--- src/hdl/usrd_pkg.sv ---
// ----------------------------------------------------------------------------
// usrd_pkg
// Types, request codes and reply codes shared by the standard request decoder.
// ----------------------------------------------------------------------------
package usrd_pkg;

  // string descriptors the block can serve at most
  localparam int MAX_STRINGS = 4;

  // configuration port
  localparam int CFG_IDX_W  = 3;
  localparam int CFG_DATA_W = 16;

  localparam logic [CFG_IDX_W-1:0] CFG_DEVICE_DESC_LEN  = 3'd0;
  localparam logic [CFG_IDX_W-1:0] CFG_CONFIG_TOTAL_LEN = 3'd1;
  localparam logic [CFG_IDX_W-1:0] CFG_STRING_COUNT     = 3'd2;
  localparam logic [CFG_IDX_W-1:0] CFG_STRING_LEN_ZERO  = 3'd3;
  localparam logic [CFG_IDX_W-1:0] CFG_STRING_LEN_ONE   = 3'd4;
  localparam logic [CFG_IDX_W-1:0] CFG_STRING_LEN_TWO   = 3'd5;
  localparam logic [CFG_IDX_W-1:0] CFG_STRING_LEN_THREE = 3'd6;

  // register reset values
  localparam logic [7:0]  DEVICE_DESC_LEN_RST  = 8'd18;
  localparam logic [15:0] CONFIG_TOTAL_LEN_RST = 16'd9;

  // standard request codes
  localparam logic [7:0] REQ_GET_STATUS        = 8'd0;
  localparam logic [7:0] REQ_CLEAR_FEATURE     = 8'd1;
  localparam logic [7:0] REQ_SET_FEATURE       = 8'd3;
  localparam logic [7:0] REQ_SET_ADDRESS       = 8'd5;
  localparam logic [7:0] REQ_GET_DESCRIPTOR    = 8'd6;
  localparam logic [7:0] REQ_GET_CONFIGURATION = 8'd8;
  localparam logic [7:0] REQ_SET_CONFIGURATION = 8'd9;
  localparam logic [7:0] REQ_GET_INTERFACE     = 8'd10;
  localparam logic [7:0] REQ_SET_INTERFACE     = 8'd11;
  localparam logic [7:0] REQ_SYNCH_FRAME       = 8'd12;

  // descriptor types (high byte of wValue)
  localparam logic [7:0] DESC_DEVICE        = 8'd1;
  localparam logic [7:0] DESC_CONFIGURATION = 8'd2;
  localparam logic [7:0] DESC_STRING        = 8'd3;

  localparam logic [15:0] FEATURE_ENDPOINT_HALT = 16'h0000;

  // recipient field of bmRequestType
  localparam logic [4:0] RECIPIENT_DEVICE   = 5'd0;
  localparam logic [4:0] RECIPIENT_ENDPOINT = 5'd2;

  localparam logic [15:0] STATUS_SELF_POWERED = 16'h0001;
  localparam logic [15:0] STATUS_HALTED       = 16'h0001;
  localparam logic [15:0] STATUS_CLEAR        = 16'h0000;

  localparam logic [15:0] INLINE_LEN_ONE = 16'd1;
  localparam logic [15:0] INLINE_LEN_TWO = 16'd2;

  // reply kinds
  localparam logic [2:0] KIND_NONE   = 3'd0;
  localparam logic [2:0] KIND_ZLP    = 3'd1;
  localparam logic [2:0] KIND_DEVICE = 3'd2;
  localparam logic [2:0] KIND_CONFIG = 3'd3;
  localparam logic [2:0] KIND_STRING = 3'd4;
  localparam logic [2:0] KIND_INLINE = 3'd5;

  // halt bit changes
  localparam logic [1:0] HALT_NONE  = 2'd0;
  localparam logic [1:0] HALT_SET   = 2'd1;
  localparam logic [1:0] HALT_CLEAR = 2'd2;

  // one setup word
  typedef struct packed {
    logic [7:0]  setup_type;
    logic [7:0]  request_code;
    logic [15:0] request_value;
    logic [15:0] request_index;
    logic [15:0] request_length;
    logic [7:0]  current_configuration;
  } req_t;

  // one reply word
  typedef struct packed {
    logic        bad_setup;
    logic [2:0]  reply_kind;
    logic [15:0] reply_length;
    logic [15:0] reply_data;
    logic [1:0]  string_select;
    logic [1:0]  halt_change;
    logic [3:0]  halt_endpoint;
    logic        address_pending;
    logic [6:0]  new_address;
    logic        config_pending;
    logic [7:0]  new_configuration;
  } rsp_t;

  // descriptor settings
  typedef struct packed {
    logic [7:0]       device_desc_len;
    logic [15:0]      config_total_len;
    logic [2:0]       string_count;
    logic [3:0][7:0]  string_len;
  } cfg_t;

  // pending address and configuration
  typedef struct packed {
    logic       addr_mark;
    logic [6:0] addr;
    logic       conf_mark;
    logic [7:0] conf;
  } pend_t;

  // smaller of requested and available length
  function automatic logic [15:0] clip16(logic [15:0] want, logic [15:0] have);
    clip16 = (want < have) ? want : have;
  endfunction

endpackage

--- src/hdl/usrd_cfg.sv ---
// ----------------------------------------------------------------------------
// usrd_cfg
// Descriptor length and string count registers behind the write port.
// ----------------------------------------------------------------------------
module usrd_cfg (
  input  logic                              clk,
  input  logic                              rst_n,
  input  logic                              cfg_we,
  input  logic [usrd_pkg::CFG_IDX_W-1:0]    cfg_index,
  input  logic [usrd_pkg::CFG_DATA_W-1:0]   cfg_wdata,
  output usrd_pkg::cfg_t                    cfg
);

  usrd_pkg::cfg_t cfg_r;

  // register writes, indexes beyond the list are dropped
  always_ff @(posedge clk) begin
    if (!rst_n) begin
      cfg_r.device_desc_len  <= usrd_pkg::DEVICE_DESC_LEN_RST;
      cfg_r.config_total_len <= usrd_pkg::CONFIG_TOTAL_LEN_RST;
      cfg_r.string_count     <= '0;
      cfg_r.string_len       <= '0;
    end else if (cfg_we) begin
      unique case (cfg_index)
        usrd_pkg::CFG_DEVICE_DESC_LEN:  cfg_r.device_desc_len  <= cfg_wdata[7:0];
        usrd_pkg::CFG_CONFIG_TOTAL_LEN: cfg_r.config_total_len <= cfg_wdata[15:0];
        usrd_pkg::CFG_STRING_COUNT:     cfg_r.string_count     <= cfg_wdata[2:0];
        usrd_pkg::CFG_STRING_LEN_ZERO:  cfg_r.string_len[0]    <= cfg_wdata[7:0];
        usrd_pkg::CFG_STRING_LEN_ONE:   cfg_r.string_len[1]    <= cfg_wdata[7:0];
        usrd_pkg::CFG_STRING_LEN_TWO:   cfg_r.string_len[2]    <= cfg_wdata[7:0];
        usrd_pkg::CFG_STRING_LEN_THREE: cfg_r.string_len[3]    <= cfg_wdata[7:0];
        default: begin
        end
      endcase
    end
  end

  assign cfg = cfg_r;

endmodule

--- src/hdl/usrd_decode.sv ---
// ----------------------------------------------------------------------------
// usrd_decode
// Decodes one setup word into the endpoint-0 reply and the next state.
// ----------------------------------------------------------------------------
module usrd_decode #(
  parameter int NUM_ENDPOINTS = 12
) (
  input  usrd_pkg::req_t             req,
  input  usrd_pkg::cfg_t             cfg,
  input  logic [NUM_ENDPOINTS-1:0]   halted,
  input  usrd_pkg::pend_t            pend,
  output usrd_pkg::rsp_t             rsp,
  output logic [NUM_ENDPOINTS-1:0]   halted_nxt,
  output usrd_pkg::pend_t            pend_nxt
);

  logic [3:0]  ep;
  logic        ep_ok;
  logic [15:0] halt_wide;
  logic [15:0] ep_mask_wide;
  logic [NUM_ENDPOINTS-1:0] ep_mask;
  logic [2:0]  str_n;
  logic        str_ok;
  logic [7:0]  str_len;

  // endpoint lookup
  assign ep           = req.request_index[3:0];
  assign ep_ok        = {1'b0, ep} < 5'(NUM_ENDPOINTS);
  assign halt_wide    = 16'(halted);
  assign ep_mask_wide = 16'd1 << ep;
  assign ep_mask      = ep_mask_wide[NUM_ENDPOINTS-1:0];

  // string index check against the saturated count
  assign str_n   = (cfg.string_count > 3'(usrd_pkg::MAX_STRINGS)) ?
                   3'(usrd_pkg::MAX_STRINGS) : cfg.string_count;
  assign str_ok  = req.request_value[7:0] < {5'd0, str_n};
  assign str_len = cfg.string_len[req.request_value[1:0]];

  // request decode
  always_comb begin
    rsp                   = '0;
    halted_nxt            = halted;
    pend_nxt              = pend;
    rsp.bad_setup         = 1'b0;
    rsp.reply_kind        = usrd_pkg::KIND_NONE;
    rsp.halt_change       = usrd_pkg::HALT_NONE;
    unique case (req.request_code) inside
      usrd_pkg::REQ_GET_DESCRIPTOR: begin
        unique case (req.request_value[15:8])
          usrd_pkg::DESC_DEVICE: begin
            rsp.reply_kind   = usrd_pkg::KIND_DEVICE;
            rsp.reply_length = usrd_pkg::clip16(req.request_length,
                                                {8'd0, cfg.device_desc_len});
          end
          usrd_pkg::DESC_CONFIGURATION: begin
            rsp.reply_kind   = usrd_pkg::KIND_CONFIG;
            rsp.reply_length = usrd_pkg::clip16(req.request_length,
                                                cfg.config_total_len);
          end
          usrd_pkg::DESC_STRING: begin
            if (str_ok) begin
              rsp.reply_kind    = usrd_pkg::KIND_STRING;
              rsp.string_select = req.request_value[1:0];
              rsp.reply_length  = usrd_pkg::clip16(req.request_length,
                                                   {8'd0, str_len});
            end else begin
              rsp.bad_setup = 1'b1;
            end
          end
          default: rsp.bad_setup = 1'b1;
        endcase
      end
      usrd_pkg::REQ_SET_ADDRESS: begin
        pend_nxt.addr      = req.request_value[6:0];
        pend_nxt.addr_mark = 1'b1;
        rsp.reply_kind     = usrd_pkg::KIND_ZLP;
      end
      usrd_pkg::REQ_SET_CONFIGURATION: begin
        pend_nxt.conf      = req.request_value[7:0];
        pend_nxt.conf_mark = 1'b1;
        rsp.reply_kind     = usrd_pkg::KIND_ZLP;
      end
      usrd_pkg::REQ_GET_CONFIGURATION: begin
        rsp.reply_kind   = usrd_pkg::KIND_INLINE;
        rsp.reply_length = usrd_pkg::INLINE_LEN_ONE;
        rsp.reply_data   = {8'd0, req.current_configuration};
      end
      usrd_pkg::REQ_SET_FEATURE, usrd_pkg::REQ_CLEAR_FEATURE: begin
        if (req.request_value == usrd_pkg::FEATURE_ENDPOINT_HALT) begin
          rsp.reply_kind = usrd_pkg::KIND_ZLP;
          if (ep_ok) begin
            rsp.halt_endpoint = ep;
            if (req.request_code == usrd_pkg::REQ_SET_FEATURE) begin
              halted_nxt      = halted | ep_mask;
              rsp.halt_change = usrd_pkg::HALT_SET;
            end else begin
              halted_nxt      = halted & ~ep_mask;
              rsp.halt_change = usrd_pkg::HALT_CLEAR;
            end
          end
        end else begin
          rsp.bad_setup = 1'b1;
        end
      end
      usrd_pkg::REQ_GET_STATUS: begin
        rsp.reply_kind   = usrd_pkg::KIND_INLINE;
        rsp.reply_length = usrd_pkg::INLINE_LEN_TWO;
        if (req.setup_type[4:0] == usrd_pkg::RECIPIENT_DEVICE) begin
          rsp.reply_data = usrd_pkg::STATUS_SELF_POWERED;
        end else if (req.setup_type[4:0] == usrd_pkg::RECIPIENT_ENDPOINT) begin
          rsp.reply_data = (ep_ok && halt_wide[ep]) ?
                           usrd_pkg::STATUS_HALTED : usrd_pkg::STATUS_CLEAR;
        end
      end
      usrd_pkg::REQ_SET_INTERFACE: begin
        rsp.reply_kind = usrd_pkg::KIND_ZLP;
      end
      usrd_pkg::REQ_GET_INTERFACE: begin
        rsp.reply_kind   = usrd_pkg::KIND_INLINE;
        rsp.reply_length = usrd_pkg::INLINE_LEN_ONE;
      end
      usrd_pkg::REQ_SYNCH_FRAME: begin
        rsp.reply_kind   = usrd_pkg::KIND_INLINE;
        rsp.reply_length = usrd_pkg::INLINE_LEN_TWO;
      end
      default: rsp.bad_setup = 1'b1;
    endcase
    // state after this request
    rsp.address_pending   = pend_nxt.addr_mark;
    rsp.new_address       = pend_nxt.addr;
    rsp.config_pending    = pend_nxt.conf_mark;
    rsp.new_configuration = pend_nxt.conf;
  end

endmodule

--- src/hdl/usb_standard_request_decoder_top.sv ---
// ----------------------------------------------------------------------------
// usb_standard_request_decoder_top: endpoint-0 standard request decoder
// Stages: input register, decode, reply register to out_.
// Throughput: one word per cycle unless out_stall holds the reply register.
// Reset: synchronous; clears valids, halt bits and pending state, resets the settings.
// ----------------------------------------------------------------------------
module usb_standard_request_decoder_top #(
  parameter int NUM_ENDPOINTS = 12
) (
  input  logic                              clk,
  input  logic                              rst_n,
  input  logic                              in_valid,
  output logic                              in_stall,
  input  usrd_pkg::req_t                    in_data,
  output logic                              out_valid,
  input  logic                              out_stall,
  output usrd_pkg::rsp_t                    out_data,
  input  logic                              cfg_we,
  input  logic [usrd_pkg::CFG_IDX_W-1:0]    cfg_index,
  input  logic [usrd_pkg::CFG_DATA_W-1:0]   cfg_wdata
);

  logic                       s1_vld_r;
  usrd_pkg::req_t             s1_data_r;
  logic                       out_vld_r;
  usrd_pkg::rsp_t             out_data_r;
  logic [NUM_ENDPOINTS-1:0]   halted_r;
  logic [NUM_ENDPOINTS-1:0]   halted_nxt;
  usrd_pkg::pend_t            pend_r;
  usrd_pkg::pend_t            pend_nxt;
  usrd_pkg::rsp_t             rsp_nxt;
  usrd_pkg::cfg_t             cfg;
  logic                       s1_adv;
  logic                       s1_load;
  logic                       commit;

  // handshake
  assign s1_adv   = !out_vld_r || !out_stall;
  assign in_stall = s1_vld_r && !s1_adv;
  assign s1_load  = in_valid && !in_stall;
  assign commit   = s1_vld_r && s1_adv;

  usrd_cfg u_cfg (
    .clk       (clk),
    .rst_n     (rst_n),
    .cfg_we    (cfg_we),
    .cfg_index (cfg_index),
    .cfg_wdata (cfg_wdata),
    .cfg       (cfg)
  );

  usrd_decode #(
    .NUM_ENDPOINTS (NUM_ENDPOINTS)
  ) u_decode (
    .req        (s1_data_r),
    .cfg        (cfg),
    .halted     (halted_r),
    .pend       (pend_r),
    .rsp        (rsp_nxt),
    .halted_nxt (halted_nxt),
    .pend_nxt   (pend_nxt)
  );

  // valids and request state
  always_ff @(posedge clk) begin
    if (!rst_n) begin
      s1_vld_r  <= 1'b0;
      out_vld_r <= 1'b0;
      halted_r  <= '0;
      pend_r    <= '0;
    end else begin
      if (!in_stall) begin
        s1_vld_r <= in_valid;
      end
      if (s1_adv) begin
        out_vld_r <= s1_vld_r;
      end
      if (commit) begin
        halted_r <= halted_nxt;
        pend_r   <= pend_nxt;
      end
    end
  end

  // input word register
  always_ff @(posedge clk) begin
    if (s1_load) begin
      s1_data_r <= in_data;
    end
  end

  // reply word register
  always_ff @(posedge clk) begin
    if (commit) begin
      out_data_r <= rsp_nxt;
    end
  end

  assign out_valid = out_vld_r;
  assign out_data  = out_data_r;

`ifndef SYNTHESIS
  // halt bits only move when a decoded word is committed
  a_halt_hold: assert property (@(posedge clk) disable iff (!rst_n)
    !commit |=> $stable(halted_r))
    else $error("halt bits changed without a committed word");

  // a pending address mark stays set until reset
  a_addr_mark: assert property (@(posedge clk) disable iff (!rst_n)
    pend_r.addr_mark |=> pend_r.addr_mark)
    else $error("address pending mark dropped");

  // a committed word shows up on the output next cycle
  a_commit_out: assert property (@(posedge clk) disable iff (!rst_n)
    commit |=> out_valid)
    else $error("committed word not presented");

  // a set halt leaves at least one halt bit high
  a_halt_set: assert property (@(posedge clk) disable iff (!rst_n)
    commit && (rsp_nxt.halt_change == usrd_pkg::HALT_SET) |=> (halted_r != '0))
    else $error("set halt left no halt bit");

  // input stalls only while the input register holds a word
  a_stall_full: assert property (@(posedge clk) disable iff (!rst_n)
    in_stall |-> s1_vld_r)
    else $error("input stalled with empty input register");
`endif

endmodule

--- config.mk ---
export PLATFORM = sky130hd
export DESIGN_NAME = usb_standard_request_decoder_top
export DESIGN_NICKNAME = d
export VERILOG_FILES = /design/src/hdl/usrd_pkg.sv /design/src/hdl/usrd_cfg.sv /design/src/hdl/usrd_decode.sv /design/src/hdl/usb_standard_request_decoder_top.sv
export SDC_FILE = /design/constraint.sdc
export NUM_CORES = 1
export LEC_CHECK = 0
export BUFFER_PORTS_ARGS = -buffer_cell sky130_fd_sc_hd__buf_2
export CAP_MARGIN = 15
export CORE_MARGIN = 1
export CORE_UTILIZATION = 50
export CTS_CLUSTER_SIZE = 20
export DETAILED_ROUTE_END_ITERATION = 6
export GPL_ROUTABILITY_DRIVEN = 1
export GPL_TIMING_DRIVEN = 0
export PLACE_DENSITY_LB_ADDON = 0.15
export SLEW_MARGIN = 10
export SYNTH_ARGS = -nofsm -noshare
export SYNTH_HDL_FRONTEND = slang
export SYNTH_SLANG_ARGS = --single-unit
--- constraint.sdc ---
create_clock -name clk -period 11.2 [get_ports clk]
set_input_delay 2.24 -clock clk [delete_from_list [all_inputs] [get_ports clk]]
set_output_delay 2.24 -clock clk [all_outputs]
set_load 0.01 [all_outputs]
==> results.sh <==
export IMPL_status="finished clean"
export IMPL_nets=1081
export IMPL_critical_path_max_fanout=3
export IMPL_p_seq_share_pct=53.8
export IMPL_yosys_warnings=0
export IMPL_root_buffer="clkbuf_16"
export IMPL_fin_setup_tns_ns=0
export IMPL_syn_area_sq_mm=0.008896
export IMPL_h_tree_depth=4
export IMPL_p_int_uw=1166
export IMPL_initial_core_util_pct=51.25
export IMPL_cp_common_cell="buf_2"
export IMPL_die_h_um=135.4
export IMPL_comb_power_share_pct=6.9
export IMPL_crit_chain="buf_2 -> and3_1 -> buf_2"
export IMPL_ant_nets=0
export IMPL_min_path_type="register to register"
export IMPL_powerDensity_mw_per_mm2=144.1
export IMPL_firstDrtPassIters=7
export IMPL_finalHoldViolCount=0
export IMPL_rows=48
export IMPL_grtUsageMet3_pct=3.779
export IMPL_num_antenna_cells=0
export IMPL_worst_slew_pin_slew_ns=1.026
export IMPL_totalWireLength_um=19520
export IMPL_irDropWorstVdd_mv=0.1068
export IMPL_grt_use_met1_pct=30.69
export IMPL_relSlewSlack_pct=31.05
export IMPL_switching_share_pct=22.97
export IMPL_chipWidth_um=135.4
export IMPL_viasPerCell=5.308
export IMPL_core_area_sq_mm=0.01736
export IMPL_slew_violations=0
export IMPL_synthFlopType="edfxtp_1"
export IMPL_period_needed_ns=4.982
export IMPL_wl_per_cell_um=16.38
export IMPL_grt_pass1_vias=5943
export IMPL_grt_ovfl_total=0
export IMPL_clkSinkCount=200
export IMPL_die_area_sq_mm=0.01833
export IMPL_gr_usage_all_layers_pct=22.22
export IMPL_critPathSlowestCell="and3_1"
export IMPL_layout_drive_gt1_share_pct=22.85
export IMPL_p_leak_uw=0.003884
export IMPL_fmax_ghz=0.2007
export IMPL_cts_buffer_depth=2
export IMPL_via_count=6327
export IMPL_max_cap_violations=0
export IMPL_drtIter0Drc=447
export IMPL_synth_seq_area_share_pct=57.38
export IMPL_power_switching_uw=347.7
export IMPL_skew_ns=0.008545
export IMPL_synth_edf_count=110
export IMPL_cts_hold_buf=0
export IMPL_cts_tree="yes"
export IMPL_async_flop_share_pct=0
export IMPL_setup_violations=0
export IMPL_place_gp_congestion=0.8689
export IMPL_cts_buffers=17
export IMPL_path_buf_inv=2
export IMPL_grt_max_degree=33
export IMPL_met2_usage_pct=35.38
export IMPL_ios=159
export IMPL_ys_types=67
export IMPL_area_growth_pct=18.10
export IMPL_grt_first_pass_wirelength_um=30800
export IMPL_clkPwrFrac_pct=39.2
export IMPL_crit_path_end_kind="primary output"
export IMPL_rsz0062_at_grt="no"
export IMPL_synth_seq_cells=200
export IMPL_postCtsSetupRepairBufs=0
export IMPL_avgSynthCellArea_sq_um=11.22
export IMPL_worstPathArrival_ns=2.74
export IMPL_cts_resized=0
export IMPL_path_class="input pin to primary output"
export IMPL_post_route_period_util_pct=44.48
export IMPL_crit_family="buffers and inverters"
export IMPL_clock_latency_ns=0.43
export IMPL_port_buffers=132
export IMPL_p_total_uw=1514
export IMPL_startpoint_type="input pin"
export IMPL_cp_slowest_stage_delay_ns=0.24
export IMPL_required_ns=8.96
export IMPL_antenna_found_initial=0
export IMPL_grt_busiest_layer="met2"
export IMPL_syn_inst=793
export IMPL_drc_errors=0
export IMPL_dp_hpwl_um=14400
export IMPL_clkTransAtPathRegs_ns=0.07
Yosys cell counts, types with 6 or more instances:
cell type | instances | area (sq um)
clkbuf_1 | 21 | 78.83
a22oi_1 | 8 | 60.06
o211ai_1 | 12 | 90.09
nand2b_1 | 6 | 37.54
o31ai_1 | 6 | 45.04
a21oi_1 | 20 | 100.1
nand2_1 | 177 | 664.4
buf_4 | 9 | 67.56
edfxtp_1 | 110 | 3303
nand3_1 | 21 | 105.1
dfxtp_1 | 90 | 1802
nor3_1 | 7 | 35.03
nor2_1 | 25 | 93.84
a222oi_1 | 6 | 60.06
nor2b_1 | 17 | 106.4
mux2_2 | 10 | 112.6
mux4_2 | 11 | 247.7
o21ai_0 | 9 | 45.04
ha_1 | 31 | 387.9
mux2i_1 | 11 | 110.1
a21boi_0 | 62 | 465.5
and2_1 | 11 | 68.82
inv_1 | 37 | 138.9
worst paths after layout:
path              endpoint  slack, ns     startpoint  cells past startpoint
max               in_stall       6.22      out_stall                      3
min          u_cfg.cfg[12]       0.46  u_cfg.cfg[12]                      2
max reg2reg   out_data[47]       7.04  s1_data_r[40]                     13
min reg2reg  u_cfg.cfg[12]       0.46  u_cfg.cfg[12]                      2
layout by cell type, fill, tap and decap left out, types with 16 or more instances in the layout:
master     synthesis  layout
inv_1             37      36
clkbuf_16          0      17
nor2b_1           17      16
clkbuf_1          21      22
nand3_1           21      21
dfxtp_1           90      90
ha_1              31      31
buf_2              3     135
edfxtp_1         110     110
a21oi_1           20      20
nand2_1          177     177
nor2_1            25      25
a21boi_0          62      62
sequential cells by signal (all words and copies together) (netlist names), named ones only:
register and flops:
u_cfg.cfg 59, s1_data_r 57, out_data 53, pend_r 17
out_valid 1, s1_vld_r 1
per-stage QoR:
step | util, % | std cells | area (sq um) | setup slack (ns) | hold WS (ns)
after detailed placement | 57.22 | 1160 | 9932 | 6.230 | 0.4491
final | 60.53 | 1192 | 10510 | 6.218 | 0.4642
after global placement | 56.83 | 1157 | 9864 | 4.157 | 0.4383
after floorplan | - | 800 | 8922 | 5.700 | 0.4320
after global routing | 60.53 | 1192 | 10510 | 6.197 | 0.4883
after CTS | 60.53 | 1192 | 10510 | 6.223 | 0.4651
cell type report:
class,count,area (sq um)
fill,1483,6850
sequential,200,5105
multi-input combinational,524,3483
timing repair buffer,135,720.7
clock buffer,20,456.7
tap,225,281.5
buffer,38,198.9
inverter,38,142.6
clock inverter,12,117.6
power groups by stage:
stage,logic (uW),registers (uW),clock network [uW]
finish,105,815,594
global route,117,817,634
CTS,106,815,605
detailed placement,106,831,0
global placement,101,833,0
floorplan,54.5,833,0
tightest hold or removal path: cells and delay by family, from the launching register on:
family	cells	cell delay, ns
compound gates	1	0.06
flops	1	0.31
simple gates	1	0.05
per-layer routing:
| layer | wire length [um] | vias to the layer above |
|---|---|---|
| li1 | - | 3161 |
| met1 | 9057 | 2953 |
| met2 | 9056 | 187 |
| met3 | 1112 | 26 |
| met4 | 296 | 0 |
| met5 | 0 | - |
cell families after synthesis:
family                     synth area share, %
xor gates and xnor gates                0.1969
buffers and inverters                    3.840
muxes                                    5.288
and+or+nand+nor                          16.51
AOI/OAI and AO/OA                        12.38
DFF                                      57.38
adders and majority gates                4.360
other                                  0.04215
Power figures use the tool's default switching activity.
